==> src/rtl/ptts_pkg.sv <==
// Shared types, constants and state codes for the periodic task tick scheduler.
package ptts_pkg;

  localparam int DEF_TABLE_DEPTH = 16;
  localparam int MAX_RESULTS     = 16;
  localparam int ID_W            = 32;
  localparam int IVL_W           = 16;
  localparam int TICK_W          = 32;

  localparam logic [1:0] MODE_TICK   = 2'd0;
  localparam logic [1:0] MODE_ADD    = 2'd1;
  localparam logic [1:0] MODE_REMOVE = 2'd2;

  localparam logic [1:0] KIND_FIRED  = 2'd0;
  localparam logic [1:0] KIND_ADDED  = 2'd1;
  localparam logic [1:0] KIND_FULL   = 2'd2;

  typedef struct packed {
    logic [1:0]       mode;
    logic [IVL_W-1:0] interval;
    logic             repeat_req;
    logic [ID_W-1:0]  task_id;
  } in_item_t;

  typedef struct packed {
    logic [1:0]      kind;
    logic [ID_W-1:0] task_id_res;
    logic            last;
  } result_t;

  typedef struct packed {
    logic [ID_W-1:0]  id;
    logic [IVL_W-1:0] interval;
  } entry_t;

  typedef struct packed {
    logic              start;
    logic [TICK_W-1:0] dividend;
    logic [IVL_W-1:0]  divisor;
  } rem_req_t;

  typedef struct packed {
    logic             done;
    logic [IVL_W-1:0] rem;
  } rem_rsp_t;

  typedef enum logic [3:0] {
    S_IDLE,
    S_ADD,
    S_RM,
    S_SKIP,
    S_DIV_RD,
    S_DIV_CHK,
    S_DIV_WAIT,
    S_SEL_INIT,
    S_SEL,
    S_FLUSH
  } state_t;

endpackage

==> src/rtl/periodic_task_tick_scheduler.sv <==
// An add gives its result after the S_ADD state; a remove gives no result. A tick reads each
// slot in turn and runs the serial remainder unit for each valid slot with a nonzero interval,
// then a setup state, then one table scan per fired task (one RAM read port) until a scan finds
// none or the result budget is used up, then a flush state; the last result follows it.
// One item at a time: busy stays high until the item's work is done; results cannot stall.
// Synchronous reset clears all slots, the tick count and the id counter.
module periodic_task_tick_scheduler #(
  parameter int TABLE_DEPTH = ptts_pkg::DEF_TABLE_DEPTH
) (
  input  logic               clk,
  input  logic               rst,
  input  logic               start,
  output logic               busy,
  input  ptts_pkg::in_item_t item,
  output logic               result_valid,
  output ptts_pkg::result_t  result
);

  import ptts_pkg::*;

  localparam int IDX_W = (TABLE_DEPTH > 1) ? $clog2(TABLE_DEPTH) : 1;
  localparam int CNT_W = IDX_W + 1;
  localparam logic [CNT_W-1:0] DEPTH_C = CNT_W'(TABLE_DEPTH);
  localparam logic [CNT_W-1:0] LAST_C  = CNT_W'(TABLE_DEPTH - 1);
  localparam int RC_W = $clog2(MAX_RESULTS + 1);
  localparam logic [RC_W-1:0] RC_LAST = RC_W'(MAX_RESULTS - 1);
  localparam int ENT_W = $bits(entry_t);

  state_t state, state_next;

  in_item_t          item_q;
  logic [TICK_W-1:0] tick_count;
  logic [ID_W-1:0]   next_id;
  logic [ID_W-1:0]   id_new;

  logic [TABLE_DEPTH-1:0] valid;
  logic [TABLE_DEPTH-1:0] rpt;
  logic [TABLE_DEPTH-1:0] fired;
  logic [TABLE_DEPTH-1:0] done;

  logic [CNT_W-1:0] cnt;
  logic [IDX_W-1:0] slot;
  logic             pv;
  logic [IDX_W-1:0] ps;

  logic             found;
  logic [ID_W-1:0]  best_id;
  logic [IDX_W-1:0] best_slot;
  logic             pending;
  logic [ID_W-1:0]  pending_id;
  logic [RC_W-1:0]  count;

  logic             free_found;
  logic [IDX_W-1:0] free_slot;

  logic             ram_we;
  entry_t           wr_entry;
  logic [ENT_W-1:0] rd_data;
  entry_t           rd_entry;

  rem_req_t rem_req;
  rem_rsp_t rem_rsp;

  logic    scan_end;
  logic    cand;
  logic    div_adv;
  logic    div_fire;
  logic    res_valid;
  result_t res_q;

  assign slot     = cnt[IDX_W-1:0];
  assign rd_entry = entry_t'(rd_data);
  assign id_new   = (next_id == '1) ? ID_W'(1) : next_id + 1'b1;
  assign busy     = (state != S_IDLE);

  always_comb begin
    free_found = 1'b0;
    free_slot  = '0;
    for (int i = TABLE_DEPTH - 1; i >= 0; i--) begin
      if (!valid[i]) begin
        free_found = 1'b1;
        free_slot  = IDX_W'(i);
      end
    end
  end

  assign ram_we            = (state == S_ADD) && free_found;
  assign wr_entry.id       = id_new;
  assign wr_entry.interval = item_q.interval;

  ptts_ram #(
    .WIDTH  (ENT_W),
    .DEPTH  (TABLE_DEPTH),
    .ADDR_W (IDX_W)
  ) u_ram (
    .clk   (clk),
    .we    (ram_we),
    .waddr (free_slot),
    .wdata (wr_entry),
    .raddr (slot),
    .rdata (rd_data)
  );

  ptts_rem u_rem (
    .clk (clk),
    .rst (rst),
    .req (rem_req),
    .rsp (rem_rsp)
  );

  always_ff @(posedge clk) begin
    if (rst) begin
      state <= S_IDLE;
    end else begin
      state <= state_next;
    end
  end

  always_comb begin
    state_next       = state;
    scan_end         = (cnt == DEPTH_C) && !pv;
    cand             = pv && fired[ps] && !done[ps] && (!found || rd_entry.id < best_id);
    div_adv          = 1'b0;
    div_fire         = 1'b0;
    rem_req.start    = 1'b0;
    rem_req.dividend = tick_count;
    rem_req.divisor  = rd_entry.interval;
    case (state)
      S_IDLE: begin
        if (start) begin
          case (item.mode)
            MODE_TICK:   state_next = S_DIV_RD;
            MODE_ADD:    state_next = S_ADD;
            MODE_REMOVE: state_next = S_RM;
            default:     state_next = S_SKIP;
          endcase
        end
      end
      S_ADD: state_next = S_IDLE;
      S_SKIP: state_next = S_IDLE;
      S_RM: begin
        if (scan_end) begin
          state_next = S_IDLE;
        end
      end
      S_DIV_RD: state_next = S_DIV_CHK;
      S_DIV_CHK: begin
        if (!valid[slot] || rd_entry.interval == '0) begin
          div_adv  = 1'b1;
          div_fire = valid[slot];
        end else begin
          rem_req.start = 1'b1;
          state_next    = S_DIV_WAIT;
        end
        if (div_adv) begin
          state_next = (cnt == LAST_C) ? S_SEL_INIT : S_DIV_RD;
        end
      end
      S_DIV_WAIT: begin
        if (rem_rsp.done) begin
          div_adv    = 1'b1;
          div_fire   = (rem_rsp.rem == '0);
          state_next = (cnt == LAST_C) ? S_SEL_INIT : S_DIV_RD;
        end
      end
      S_SEL_INIT: state_next = S_SEL;
      S_SEL: begin
        // Stop once no fired task is left or the result budget is used up.
        if (scan_end && (!found || count == RC_LAST)) begin
          state_next = S_FLUSH;
        end
      end
      S_FLUSH: state_next = S_IDLE;
      default: state_next = S_IDLE;
    endcase
  end

  always_ff @(posedge clk) begin
    if (rst) begin
      valid      <= '0;
      tick_count <= '0;
      next_id    <= '0;
      res_valid  <= 1'b0;
      pv         <= 1'b0;
      pending    <= 1'b0;
      found      <= 1'b0;
      cnt        <= '0;
      count      <= '0;
    end else begin
      res_valid <= 1'b0;
      case (state)
        S_IDLE: begin
          if (start) begin
            item_q <= item;
            cnt    <= '0;
            pv     <= 1'b0;
          end
        end
        S_ADD: begin
          res_valid  <= 1'b1;
          res_q.last <= 1'b1;
          if (free_found) begin
            valid[free_slot] <= 1'b1;
            rpt[free_slot]   <= item_q.repeat_req;
            next_id          <= id_new;
            res_q.kind        <= KIND_ADDED;
            res_q.task_id_res <= id_new;
          end else begin
            res_q.kind        <= KIND_FULL;
            res_q.task_id_res <= '0;
          end
        end
        S_RM: begin
          if (cnt != DEPTH_C) begin
            cnt <= cnt + 1'b1;
            pv  <= 1'b1;
            ps  <= slot;
          end else begin
            pv <= 1'b0;
          end
          if (pv && valid[ps] && rd_entry.id == item_q.task_id) begin
            valid[ps] <= 1'b0;
          end
        end
        S_DIV_CHK, S_DIV_WAIT: begin
          if (div_adv) begin
            fired[slot] <= div_fire;
            cnt         <= cnt + 1'b1;
          end
        end
        S_SEL_INIT: begin
          cnt     <= '0;
          pv      <= 1'b0;
          found   <= 1'b0;
          done    <= '0;
          count   <= '0;
          pending <= 1'b0;
        end
        S_SEL: begin
          if (cnt != DEPTH_C) begin
            cnt <= cnt + 1'b1;
            pv  <= 1'b1;
            ps  <= slot;
          end else begin
            pv <= 1'b0;
          end
          if (cand) begin
            found     <= 1'b1;
            best_id   <= rd_entry.id;
            best_slot <= ps;
          end
          if (scan_end && found) begin
            // The held firing is known not to be the last one once another is found.
            if (pending) begin
              res_valid         <= 1'b1;
              res_q.kind        <= KIND_FIRED;
              res_q.task_id_res <= pending_id;
              res_q.last        <= 1'b0;
            end
            done[best_slot] <= 1'b1;
            pending         <= 1'b1;
            pending_id      <= best_id;
            count           <= count + 1'b1;
            cnt             <= '0;
            found           <= 1'b0;
          end
        end
        S_FLUSH: begin
          if (pending) begin
            res_valid         <= 1'b1;
            res_q.kind        <= KIND_FIRED;
            res_q.task_id_res <= pending_id;
            res_q.last        <= 1'b1;
          end
          // One-shot tasks that fired leave the table, reported or not.
          valid      <= valid & ~(fired & ~rpt);
          tick_count <= tick_count + 1'b1;
        end
        default: begin
        end
      endcase
    end
  end

  assign result_valid = res_valid;
  assign result       = res_q;

endmodule

==> src/rtl/ptts_ram.sv <==
// Generic single-write, single-read RAM with registered read data.
module ptts_ram #(
  parameter int WIDTH  = 48,
  parameter int DEPTH  = 16,
  parameter int ADDR_W = 4
) (
  input  logic              clk,
  input  logic              we,
  input  logic [ADDR_W-1:0] waddr,
  input  logic [WIDTH-1:0]  wdata,
  input  logic [ADDR_W-1:0] raddr,
  output logic [WIDTH-1:0]  rdata
);

  logic [WIDTH-1:0] mem [DEPTH];

  always_ff @(posedge clk) begin
    if (we) begin
      mem[waddr] <= wdata;
    end
    rdata <= mem[raddr];
  end

endmodule

==> src/rtl/ptts_rem.sv <==
// Restoring remainder unit: one dividend bit per cycle.
module ptts_rem (
  input  logic                clk,
  input  logic                rst,
  input  ptts_pkg::rem_req_t  req,
  output ptts_pkg::rem_rsp_t  rsp
);

  import ptts_pkg::*;

  localparam int STEP_W = $clog2(TICK_W);
  localparam logic [STEP_W-1:0] STEP_LAST = STEP_W'(TICK_W - 1);

  logic              run;
  logic [STEP_W-1:0] step;
  logic [TICK_W-1:0] quo;
  logic [IVL_W-1:0]  div;
  logic [IVL_W-1:0]  rem;
  logic              done;
  logic [IVL_W:0]    trial;
  logic [IVL_W:0]    diff;

  always_comb begin
    trial = {rem, quo[TICK_W-1]};
    diff  = trial - {1'b0, div};
  end

  always_ff @(posedge clk) begin
    if (rst) begin
      run  <= 1'b0;
      done <= 1'b0;
      step <= '0;
    end else begin
      done <= 1'b0;
      if (req.start) begin
        run  <= 1'b1;
        step <= '0;
        quo  <= req.dividend;
        div  <= req.divisor;
        rem  <= '0;
      end else if (run) begin
        quo <= {quo[TICK_W-2:0], 1'b0};
        // The partial remainder stays below the divisor, so it fits in IVL_W bits.
        if (trial >= {1'b0, div}) begin
          rem <= diff[IVL_W-1:0];
        end else begin
          rem <= trial[IVL_W-1:0];
        end
        step <= step + 1'b1;
        if (step == STEP_LAST) begin
          run  <= 1'b0;
          done <= 1'b1;
        end
      end
    end
  end

  assign rsp.done = done;
  assign rsp.rem  = rem;

endmodule

==> config.mk <==
export PLATFORM = sky130hd
export DESIGN_NAME = periodic_task_tick_scheduler
export DESIGN_NICKNAME = d
export VERILOG_FILES = /design/src/rtl/ptts_pkg.sv /design/src/rtl/periodic_task_tick_scheduler.sv /design/src/rtl/ptts_ram.sv /design/src/rtl/ptts_rem.sv
export SDC_FILE = /design/constraint.sdc
export NUM_CORES = 1
export LEC_CHECK = 0
export BUFFER_PORTS_ARGS = -buffer_cell sky130_fd_sc_hd__buf_2
export CAP_MARGIN = 20
export CORE_AREA = 2 2 312 314
export CTS_BUF_LIST = sky130_fd_sc_hd__clkbuf_8
export DETAILED_ROUTE_END_ITERATION = 8
export DIE_AREA = 0 0 314 316
export GPL_ROUTABILITY_DRIVEN = 0
export PLACE_DENSITY = 0.65
export SYNTH_ARGS = -nofsm -noshare
export SYNTH_HDL_FRONTEND = slang
export SYNTH_SLANG_ARGS = --single-unit
==> constraint.sdc <==
create_clock -name clk -period 6.5 [get_ports clk]
set_input_delay 0 -clock clk [delete_from_list [all_inputs] [get_ports clk]]
set_output_delay 0 -clock clk [all_outputs]
set_load 0.03 [all_outputs]
==> results of run 1 <==
## cell families after synthesis
family	count (synthesis)	synth area share, %
flip-flops	1189	71.98
AND/OR/NAND/NOR	680	6.699
AO/OA/AOI/OAI	279	3.869
multiplexers	257	12.01
buffers and inverters	202	1.681
XOR/XNOR	119	2.195
adder cells (fa/ha/maj)	59	1.571
## report_power, final
part	leakage (nW)	internal, mW	switching (mW)
Clock	2.07	3.18	2.89
Sequential	10.8	8.39	0.184
Combinational	5.42	0.391	0.401
Total	18.3	12.0	3.48
## final cells by class
type / instances / area share (%)
diodes: 2 / 0.009179
clock buffers: 205 / 5.174
clock inverters: 135 / 1.466
inverters: 83 / 0.5714
multi-input cells: 1394 / 23.23
flip-flops and latches: 1189 / 62.70
well taps: 1276 / 2.928
repair buffers: 268 / 3.924
## metal layers
layer  share of wire (%)  up-vias
met4                 2.8        4
met1                  41    13580
met3                 8.1      247
met5               0.024        -
li1                    -    11580
met2                  48     1189
## sequential cells by signal (all words and copies together), names as in the netlist, 32 cells and up
signal / flops
u_ram.rdata: 48
best_id: 32
item_q: 49
next_id: 32
result: 35
u_ram.mem: 768
pending_id: 32
tick_count: 32
u_rem.quo: 32
## layout by cell type (no fill, tap or decap), types with 68 or more instances in the layout
master	synthesis	layout
o21ai_0	70	68
edfxtp_1	1036	1036
a21oi_1	70	70
nor2_1	196	178
buf_2	13	89
mux4_2	250	250
dfxtp_1	153	149
inv_1	83	141
nand2_1	238	238
clkbuf_8	0	205
dlygate4sd3_1	0	104
## critical path: stages, from the launching register on
cell and delay, ns:
dfxtp_4 0.82, buf_12 0.62, buf_4 0.80, ha_1 0.34, and3_1 0.18, ha_1 0.20
a221oi_1 0.10, o21ai_0 0.20, dlygate4sd3_1 0.57
## metrics by stage
stage	power (mW)	std cells	hold slack (ns)	worst slack (ns)	utilization (%)
2_1_floorplan	9.171	2785	0.09887	0.5070	-
3_3_place_gp	9.448	4086	0.1770	2.745	51.70
3_5_place_dp	9.472	4095	0.1781	2.661	51.81
4_1_cts	15.56	4539	0.09918	2.359	56.67
5_1_grt	15.96	4551	0.1567	2.017	56.80
6_report	15.44	4552	0.1619	2.408	56.80
## worst max-delay path by stage
| stage | startpoint | to | slack, ns | cells past startpoint |
|---|---|---|---|---|
| 2_1_floorplan | cnt[1] | result[0] | 0.51 | 9 |
| 3_3_place_gp | cnt[1] | u_rem.rem[11] | 2.74 | 7 |
| 3_5_place_dp | cnt[1] | u_rem.rem[10] | 2.66 | 7 |
| 4_1_cts | cnt[0] | state[1] | 2.36 | 8 |
| 5_1_grt | cnt[0] | state[1] | 2.02 | 8 |
| 6_report | cnt[0] | state[1] | 2.41 | 8 |
## what timing repair did
action,4_1_cts,5_1_grt
setup buffers,0,0
hold buffers,104,0
hold endpoints to repair,122,0
==> impl_metrics.py, run 1 <==
metrics = {
    "floorplanning": {
        "die_w_microns": 314,
        "die_h_microns": 316,
        "placementRows": 114,
        "dieArea_sq_um": 99220,
        "start_util_pct": 49.46,
        "num_io_pins": 91,
        "core_area_sq_um": 95990,
    },
    "worst_setup_path": {
        "cp.required_ns": 7.27,
        "worst_setup_path_end_kind": "flip-flop",
        "crit_path_start_kind": "flip-flop",
        "r2r-end": "state[1]",
        "reg2reg_setup_slack_ns": 2.41,
        "critical_path.max_fanout": 92,
        "r2r-start": "cnt[0]",
        "path_class": "reg -> reg",
        "ff2ff_path_depth": 8,
        "critical_path_arrival_ns": 4.86,
    },
    "clock_tree": {
        "cts_tree": "yes",
        "cts.clk_slew.worst_paths_ns": 0.06,
        "ctsLongestPathBuffers": 3,
        "cts_buffers": 183,
        "cts_max_level": 4,
        "insertion_delay_ns": 0.85,
        "cts_resized": 0,
        "cts_sinks": 1189,
        "cts-root-buf": "clkbuf_8",
    },
    "timing": {
        "clock.fmax_ghz": 0.2444,
        "finalSetupTns_ns": 0,
        "rsz0062_at_grt": "false",
        "finalSetupViolCount": 0,
        "worstMarginPinSlew_ns": 1.117,
        "slew_viol_final": 0,
        "finClkSkew_ns": 0.05573,
        "period_share_pct": 62.96,
        "finalCriticalPeriod_ns": 4.092,
        "finalHoldViolCount": 0,
        "slew_headroom_pct": 25.56,
    },
    "global_routing": {
        "antenna_found_initial": 9,
        "grt_pass1_vias": 27010,
        "grt_max_degree": 93,
        "met2_usage_pct": 36.90,
        "overflow": 0,
        "use_met1_pct": 32.39,
        "busiest_layer": "met2",
        "grt_pass1_wl_mm": 169.3,
        "grt_usage_pct": 23.11,
        "grt_use_met3_pct": 4.316,
    },
    "detailed_routing": {
        "dr.pass1.iters": 6,
        "antenna_left": 0,
        "drtIter0Drc": 3150,
        "viasPerCell": 5.844,
        "routed_wl_mm": 113.2,
        "route.detailed.drc": 0,
        "num_vias": 26600,
        "avgRoutedWirePerCell_microns": 24.88,
    },
    "pwr": {
        "p_leak_nw": 18.28,
        "max-vdd-ir-drop_v": 0.0001910,
        "power.density_nw_per_um2": 283.2,
    },
    "yosys": {
        "yosys.area.top_type": "edfxtp_1",
        "ys_seq_area_share_pct": 71.98,
        "synth_flop_cell": "edfxtp_1",
        "yosysMostFrequentCell": "edfxtp_1",
        "async_flop_share_pct": 0,
        "synth_top_area_share_pct": 65.53,
        "synth_cell_type_count": 72,
        "synth_area_sq_um": 47480,
        "synth_nets": 2898,
        "synth_cells": 2785,
        "synth_common_cells": "edfxtp_1, mux4_2, nand2_1, nor2_1, dfxtp_1",
        "ys.warnings.count": 0,
        "ys_ff_latch": 1189,
        "syn_avg_cell_area_sq_um": 17.05,
        "synth.area.top_cells": "edfxtp_1, mux4_2, dfxtp_1",
        "synth_edf_count": 1036,
    },
    "hold_path": {
        "hold_depth": 3,
        "min_to": "tick_count[10]",
        "hp-start": "rst",
        "hold_path_class": "in -> reg",
    },
    "cells_and_area": {
        "area.growth.synth_to_final_pct": 14.85,
        "design_area_sq_um": 54530,
        "drive_gt1_share_pct": 21.69,
        "nets": 3232,
        "multiInputGateArea_sq_um": 12670,
        "fill_cells": 7277,
        "regArea_sq_um": 34190,
    },
    "placed_design": {
        "hpwl_mm": 66.60,
        "placed_area_sq_um": 49740,
        "io_buffer_count": 90,
    },
    "job": {
        "max_cap_violations": 0,
    },
    "run_status": {
        "status": "finished clean",
    },
}
Note: power is estimated with default switching activity, not from simulation.
==> inputs of run 2 (changes only) <==
clock period = 3.84 ns   (was 6.5 ns; I/O delays follow)
==> impl_metrics.py, run 2 (synthesis results as in run 1) <==
metrics = {
    "run_status": {
        "status": "finished clean",
    },
    "timing": {
        "finalHoldViolCount": 0,
        "finClkSkew_ns": 0.04266,
        "clock.fmax_ghz": 0.3072,
        "period_share_pct": 84.78,
        "worstMarginPinSlew_ns": 1.051,
        "finalCriticalPeriod_ns": 3.255,
        "finalSetupTns_ns": 0,
        "slew_viol_final": 0,
        "slew_headroom_pct": 29.71,
        "rsz0062_at_grt": "false",
        "finalSetupViolCount": 0,
    },
    "clock_tree": {
        "cts_setup_buffers": 0,
        "cts.clk_slew.worst_paths_ns": 0.07,
        "cts_buffers": 185,
        "ctsLongestPathBuffers": 3,
        "cts_resized": 0,
        "insertion_delay_ns": 0.84,
        "cts_max_level": 4,
        "hold_buffers": 104,
        "cts_tree": "yes",
        "cts_sinks": 1189,
        "cts-root-buf": "clkbuf_8",
    },
    "worst_setup_path": {
        "worst_path_largest_cell_delay_ns": 0.80,
        "crit_chain": "nand2b_1 > nor3_1 > nand2_1 > nor2_4 > buf_12",
        "r2r-start": "state[0]",
        "worst_setup_path_end_kind": "flip-flop",
        "path_class": "reg -> reg",
        "crit_path_start_kind": "flip-flop",
        "critical_path.max_fanout": 14,
        "cp_slowest_cell": "nor2_4",
        "startpoint": "state[0]",
        "cp.required_ns": 4.34,
        "critical_path_arrival_ns": 3.76,
    },
    "pwr": {
        "switching_share_pct": 22.24,
        "clock_power_share_pct": 39.7,
        "total_power_mw": 26.29,
        "p_leak_nw": 18.39,
        "p_switching_mw": 5.848,
        "max-vdd-ir-drop_v": 0.0003616,
        "p_comb_share_pct": 5.3,
        "power.density_nw_per_um2": 478.6,
        "seq_power_share_pct": 55.0,
        "p_int_mw": 20.44,
    },
    "global_routing": {
        "overflow": 0,
        "grt_max_degree": 138,
        "antenna_found_initial": 4,
        "grt_pass1_vias": 27160,
        "grt_pass1_wl_mm": 169.1,
        "grt_usage_pct": 23.07,
    },
    "detailed_routing": {
        "routed_wl_mm": 113.4,
        "viasPerCell": 5.880,
        "dr.max_layer_used": "met5",
        "num_vias": 26850,
        "dr.pass1.iters": 5,
        "wl_met3_mm": 8.726,
        "antenna_left": 0,
        "met2_length_mm": 54.11,
        "avgRoutedWirePerCell_microns": 24.83,
        "wl_met1_mm": 47.45,
        "route.detailed.drc": 0,
        "drtIter0Drc": 2938,
    },
    "cells_and_area": {
        "stdcell_count": 4566,
        "regMostFlops": "u_ram.mem",
        "layout_commonest_cell": "edfxtp_1",
        "top_regs": "u_ram.mem x768, item_q x49, u_ram.rdata x48",
        "largest_reg_flops": 768,
        "drive_gt1_share_pct": 22.07,
        "nets": 3246,
        "area.growth.synth_to_final_pct": 15.71,
        "mostFrequentLayoutCells": "edfxtp_1, mux4_2, nand2_1",
    },
    "floorplanning": {
        "dieArea_sq_um": 99220,
        "placementRows": 114,
        "die_h_microns": 316,
        "num_io_pins": 91,
        "start_util_pct": 49.46,
        "core_area_sq_um": 95990,
        "die_w_microns": 314,
    },
    "hold_path": {
        "hp-start": "rst",
        "hold_path_class": "in -> reg",
    },
    "job": {
        "max_cap_violations": 0,
    },
    "placed_design": {
        "hpwl_mm": 66.91,
        "dp.cells": 4117,
        "io_buffer_count": 90,
    },
}
==> run 2: critical path: cells and delay by family, from the launching register on <==
family / cells / cell delay, ns
flip-flops: 1 / 0.57
buffers and inverters: 1 / 0.26
AND/OR/NAND/NOR: 4 / 2.05
==> run 2: final timing paths <==
path / cells past startpoint / end / slack (ns)
worst max-delay path: 5 / u_ram.mem[2][23] / 0.58
worst min-delay path: 3 / tick_count[29] / 0.24
worst max register to register: 5 / u_ram.mem[2][23] / 0.58
worst min register to register: 0 / u_rem.div[6] / 0.44
==> run 2: layout make-up <==
class	count	area [sq um]
Fill cell	7132	41060
Sequential cell	1189	34190
Multi-Input combinational cell	1394	12670
Clock buffer	208	2863
Timing Repair Buffer	280	2490
Tap cell	1276	1597
Clock inverter	135	819.5
Inverter	83	311.5
Antenna cell	1	2.502
==> run 2: per-stage QoR <==
step / instance area, sq um / hold WS [ns] / util (%) / setup slack (ns)
detailed placement: 50200 / 0.1786 / 52.30 / 0.4434
CTS: 54930 / 0.1534 / 57.22 / 0.4657
global route: 54940 / 0.2132 / 57.23 / 0.4993
finish: 54940 / 0.2388 / 57.23 / 0.5845
global placement: 50200 / 0.1801 / 52.30 / 0.5907
floorplan: 47490 / 0.09887 / - / 0.00003886
==> run 2: power by group through the flow <==
stage	Clock, mW	Sequential (mW)	Combinational [mW]
after floorplan	0	14.6	0.913
after global placement	0	14.7	1.30
after detailed placement	0	14.7	1.31
after CTS	10.6	14.5	1.40
after global routing	11.2	14.5	1.50
final	10.4	14.5	1.40
==> run 2: per-layer routing <==
metal	vias up	GRT usage (%)
li1	11610	-
met1	13830	32.11
met2	1198	36.80
met3	215	4.637
met4	4	7.732
met5	-	0
